--- src/rtl/gid_pkg.sv ---
// Package for the generational ID allocator: sizes, command and status codes,
// control structs between controller and datapath, and the pointer wrap helper.
// No dependencies.
package gid_pkg;

   localparam int MAX_IDS  = 256;
   localparam int GEN_BITS = 16;
   localparam int ID_W     = $clog2(MAX_IDS);
   localparam int CNT_W    = ID_W + 1;
   localparam int CMD_W    = 3;
   localparam int STATUS_W = 2;

   localparam logic [CMD_W-1:0] CMD_CREATE  = CMD_W'(0);
   localparam logic [CMD_W-1:0] CMD_DESTROY = CMD_W'(1);
   localparam logic [CMD_W-1:0] CMD_CHECK   = CMD_W'(2);
   localparam logic [CMD_W-1:0] CMD_QUERY   = CMD_W'(3);
   localparam logic [CMD_W-1:0] CMD_CLEAR   = CMD_W'(4);

   localparam logic [STATUS_W-1:0] ST_OK   = STATUS_W'(0);
   localparam logic [STATUS_W-1:0] ST_NO   = STATUS_W'(1);
   localparam logic [STATUS_W-1:0] ST_FULL = STATUS_W'(2);

   // Commands from the controller to the datapath
   typedef struct packed {
      logic latch;         // capture the request word, read slot and queue head
      logic reuse_rd;      // read the slot of the ID popped from the queue
      logic commit_look;   // finish any command that needs no queue pop
      logic commit_reuse;  // finish a create that reuses a queued ID
   } ctl_cmd_type;

   // Status from the datapath to the controller
   typedef struct packed {
      logic need_reuse;    // latched create finds a non-empty reuse queue
      logic out_free;      // result register can take a new word
   } ctl_status_type;

   typedef struct packed {
      logic                alive;
      logic [GEN_BITS-1:0] gen;
   } slot_type;

   function automatic logic [ID_W-1:0] wrap_inc(input logic [ID_W-1:0] x);
      return (x == ID_W'(MAX_IDS - 1)) ? '0 : x + 1'b1;
   endfunction

endpackage

--- src/rtl/gid_ctrl.sv ---
// Controller state machine of the generational ID allocator.
// Depends on gid_pkg; drives the datapath through ctl_cmd_type.
module gid_ctrl (
   input  logic                    clock,
   input  logic                    reset,
   input  logic                    req_valid,
   output logic                    req_ready,
   input  gid_pkg::ctl_status_type stat,
   output gid_pkg::ctl_cmd_type    ctl
);
   import gid_pkg::*;

   localparam logic [1:0] S_IDLE  = 2'd0;
   localparam logic [1:0] S_LOOK  = 2'd1;
   localparam logic [1:0] S_REUSE = 2'd2;

   logic [1:0] state_ff, state_in;

   always_comb begin
      state_in  = state_ff;
      ctl       = '0;
      req_ready = 1'b0;
      case (state_ff)
         S_IDLE: begin
            req_ready = 1'b1;
            if (req_valid) begin
               ctl.latch = 1'b1;
               state_in  = S_LOOK;
            end
         end
         S_LOOK: begin
            if (stat.need_reuse) begin
               ctl.reuse_rd = 1'b1;
               state_in     = S_REUSE;
            end else if (stat.out_free) begin
               ctl.commit_look = 1'b1;
               state_in        = S_IDLE;
            end
         end
         S_REUSE: begin
            if (stat.out_free) begin
               ctl.commit_reuse = 1'b1;
               state_in         = S_IDLE;
            end
         end
         default: state_in = S_IDLE;
      endcase
   end

   always_ff @(posedge clock) begin
      if (reset) begin
         state_ff <= S_IDLE;
      end else begin
         state_ff <= state_in;
      end
   end

endmodule

--- config.mk ---
export PLATFORM = sky130hd
export DESIGN_NAME = gid_ctrl
export DESIGN_NICKNAME = d
export VERILOG_FILES = /design/src/rtl/gid_pkg.sv /design/src/rtl/gid_ctrl.sv
export SDC_FILE = /design/constraint.sdc
export NUM_CORES = 1
export LEC_CHECK = 0
export BUFFER_PORTS_ARGS = -buffer_cell sky130_fd_sc_hd__buf_2
export CORE_AREA = 3 3 40 42
export CTS_CLUSTER_SIZE = 40
export DETAILED_ROUTE_END_ITERATION = 10
export DIE_AREA = 0 0 43 45
export GPL_TIMING_DRIVEN = 0
export PLACE_DENSITY = 0.32
export SLEW_MARGIN = 5
export SYNTH_ARGS = -nofsm -noshare
export SYNTH_HDL_FRONTEND = slang
export SYNTH_SLANG_ARGS = --single-unit
--- constraint.sdc ---
create_clock -name clock -period 1.9 [get_ports clock]
set_clock_uncertainty 0.1 [all_clocks]
set_input_delay 0.19 -clock clock [delete_from_list [all_inputs] [get_ports clock]]
set_output_delay 0.19 -clock clock [all_outputs]
set_load 0.02 [all_outputs]
* Word level (Yosys, flattened, before mapping)
Index checks and enable logic that the tools add are counted.
Cells by class: equality and inequality tests 3, mux-type cells 12, reduce and logical (&&, ||, !) cells 1
Operator list (count):
- 2-bit 2-to-1 mux | 4
- 1-bit 2-to-1 mux | 7
- 2-bit case mux with 3 select lines | 1
- 2-bit by 1-bit equality test with 1-bit output (second input constant) | 1
- 2-bit equality test (second input constant) | 1
- 2-bit logical NOT | 1
- 2-bit inequality test (second input constant) | 1
Word-level totals: bits in registers 2, bits of input ports 5, output and inout port bits 5

* Logic depth before layout (Yosys ltp)
word-level depth 3, gate-level depth with buffers 2, depth with buffers taken out 2

* Worst setup path before layout
Ideal clock, no wire load.
kind register -> output, from reg state_ff[1], to out ctl[1] in the netlist's numbering, arrival time 1.055 ns, slack 0.555 ns, cell stages (with the launch flop) 2, cells stage by stage dfxtp_1 > nor4bb_1
RTL lines:
- start: declaration | RTL line gid_ctrl.sv:17 | logic [1:0] state_ff, state_in;
- start signal: assignment | RTL line gid_ctrl.sv:54 | state_ff <= state_in;
- end: declaration | RTL line gid_ctrl.sv:9 | output gid_pkg::ctl_cmd_type ctl

==> summary.md <==
| Metric | Value |
|---|---|
| Critical path, cell by cell | `nor4bb_1 -> buf_2` |
| Crit-path slowest cell | `dfxtp_1` |
| Design area | `208 um2` |
| Max Transition Viols Final | `0` |
| RR Startpoint | `state_ff[0]$_SDFFE_PP0P_` |
| Die Width | `around 43 um` |
| Post-Syn Instances | `13` |
| MaxCap Viol Count | `0` |
| Worst-path clk slew | `around 30 ps` |
| Initial antenna violation count | `0` |
| Most flop-heavy register | `state_ff` |
| Vias in the first global route | `145` |
| Final setup violation count | `0` |
| Pleak | `around 0.10 nW` |
| Worst Setup EP | `ctl[1]` |
| Peak VDD IR | `between 0.0002 and 0.00025 V` |
| Outcome | `completed` |
| Avg Cell Area, Syn | `a little over 9 um2` |
| Gr ovfl total | `0` |
| Placer Congestion | `0.704` |
| DRT antenna net count | `0` |
| Final Hold Viols | `0` |
| RR Endpoint | `state_ff[0]$_SDFFE_PP0P_` |
| HP Start | `reset` |
| Layout cell share with drive strength beyond 1 | `approximately 52%` |
| FF-to-FF path depth | `2` |
| CP max FO | `6` |
| Setup slack, reg-to-reg | `~750 ps` |
| Largest register FFs | `2` |
| Initial Util | `under 10%` |
| PD cells | `817 nW/um2` |
| Worst Setup End Kind | `output port` |
| CP required | `1610 ps` |
| CP Launch Point | `state_ff[1]$_SDFFE_PP0P_` |
| Postcts setup bufs | `0` |
| Crit path kind | `reg -> out` |
| Die Y | `between 40 and 50 um` |
| Netlist cell types | `11` |
| Hold Path Class | `in -> reg` |
| Clk root buf | `clkbuf_4` |
| Number of diodes | `0` |
| First-pass GRT wire length | `approximately 600 um` |
| Critical Path Start Type | `flip-flop` |
| CP delay by family, top | `flip-flops` |
| Slowest Stage Delay on Critical Path | `around 340 ps` |
| Regs by FF count | `state_ff (2)` |
| I/O Pins | `10` |
| Most common cell after layout, fill and taps aside | `buf_2` |
| Commonest cells after routing, fill and taps aside | `buf_2, clkbuf_4, or3b_1, dfxtp_1` |
| Num Clock Sinks | `2` |
| Synthesized cell area | `about 120 um2` |
| Tmin final | `1370 ps` |
| Relative slew slack | `83.5%` |
| Total CTS buffers | `3` |
| Worst Path Buf+Inv | `1` |
| Largest net degree at the start of global routing | `8` |
| Hold_buf cts | `0` |
| Max Clock Freq | `731 MHz` |
| Core area | `1280 um2` |
| CP Depth | `2` |
| Global Route Usage Sum | `5.15%` |
| Post-CTS Resized | `0` |
| Final Cycle Share | `roughly 72%` |
| H-tree depth | `1` |
| Worst-Skew Late Latency | `between 200 and 250 ps` |
| Pre-antenna DRT Iters | `3` |
| I/O Buffers | `9` |
| Vias per cell | `around 3.5` |
| Avg WL per Cell | `8.38 um` |
| Nets@finish | `32` |
| Post-DP Area | `185 um2` |
| Critical Path AT | `1080 ps` |
| Die Area | `roughly 1900 um2` |
| Register area share after synthesis | `about a third` |
| Syn nets | `18` |
| CTS tree | `built` |
| DRC | `0` |
| Row count | `13` |
| Vias | `about 140` |
| Clock Tree Buf Depth | `2` |
| DRT Wirelength | `approximately 340 um` |
| RSZ-0062 raised after global routing | `no` |
| Slew @ Worst Pin | `between 200 and 250 ps` |
| Fin Setup TNS | `0 ps` |
| Register bit total from synthesis | `2` |
| Drt initial violations | `5` |
| Ys Warns | `0` |
| Area grow syn2layout | `71.1%` |
report_power, final:
part,leakage (nW),internal [mW],total [mW],switching (mW)
combinational,0.0731,0.0132,0.0290,0.0159
sequential,0.0164,0.0448,0.0477,0.00295
clock,0.0138,0.0696,0.0930,0.0235
total,0.103,0.128,0.170,0.0423
worst min path at each step:
stage	end	slack, ps	cells after the start
floorplan	state_ff[0]$_SDFFE_PP0P_	150	1
global placement	state_ff[0]$_SDFFE_PP0P_	280	2
detailed placement	state_ff[0]$_SDFFE_PP0P_	270	2
CTS	state_ff[0]$_SDFFE_PP0P_	30	2
global route	state_ff[0]$_SDFFE_PP0P_	40	2
finish	state_ff[0]$_SDFFE_PP0P_	40	2
stage by stage:
step	util, %	hold slack [ps]	setup slack, ps	instances	power [mW]
floorplan	-	155	555	13	0.0650
global placement	14.4	276	733	37	0.0779
detailed placement	14.4	274	751	37	0.0777
CTS	16.2	32.7	511	40	0.177
global route	16.2	42.7	434	40	0.182
finish	16.2	40.3	531	40	0.170
cells in the mapped netlist, drive strengths merged:
cell type / count / area (um2)
a211oi: 1 / 12.5
a21oi: 1 / 5.00
and2: 1 / 6.26
and3b: 1 / 8.76
dfxtp: 2 / 40.0
inv: 1 / 3.75
nand2b: 1 / 6.26
nand3b: 1 / 7.51
nor2: 1 / 3.75
nor4bb: 1 / 10.0
or3b: 2 / 17.5
final cells by class:
cell class	count	area, um2
timing repair buffer	9	45.0
sequential	2	40.0
clock buffer	3	22.5
inverter	1	3.75
fill	150	1080
tap	15	18.8
multi-input combinational	10	77.6
worst reg2reg max path, cell delays in order, from the launching register on:
cell      delay, ps
dfxtp_1         370
or3b_1          390
a211oi_2        210
layer usage:
metal / share of wire, % / global-route usage (%)
met1: 47 / 5.28
met2: 33 / 4.49
met3: 17 / 5.18
met4: 3.0 / 7.23
met5: 0 / 0
cells by family after synthesis:
kind of cell | after synthesis | share of synthesized area (%)
compound gates | 2 | 14.4
simple gates | 8 | 49.5
buf+inv | 1 | 3.09
flops | 2 | 33.0
(Power assumes the default switching activity.)
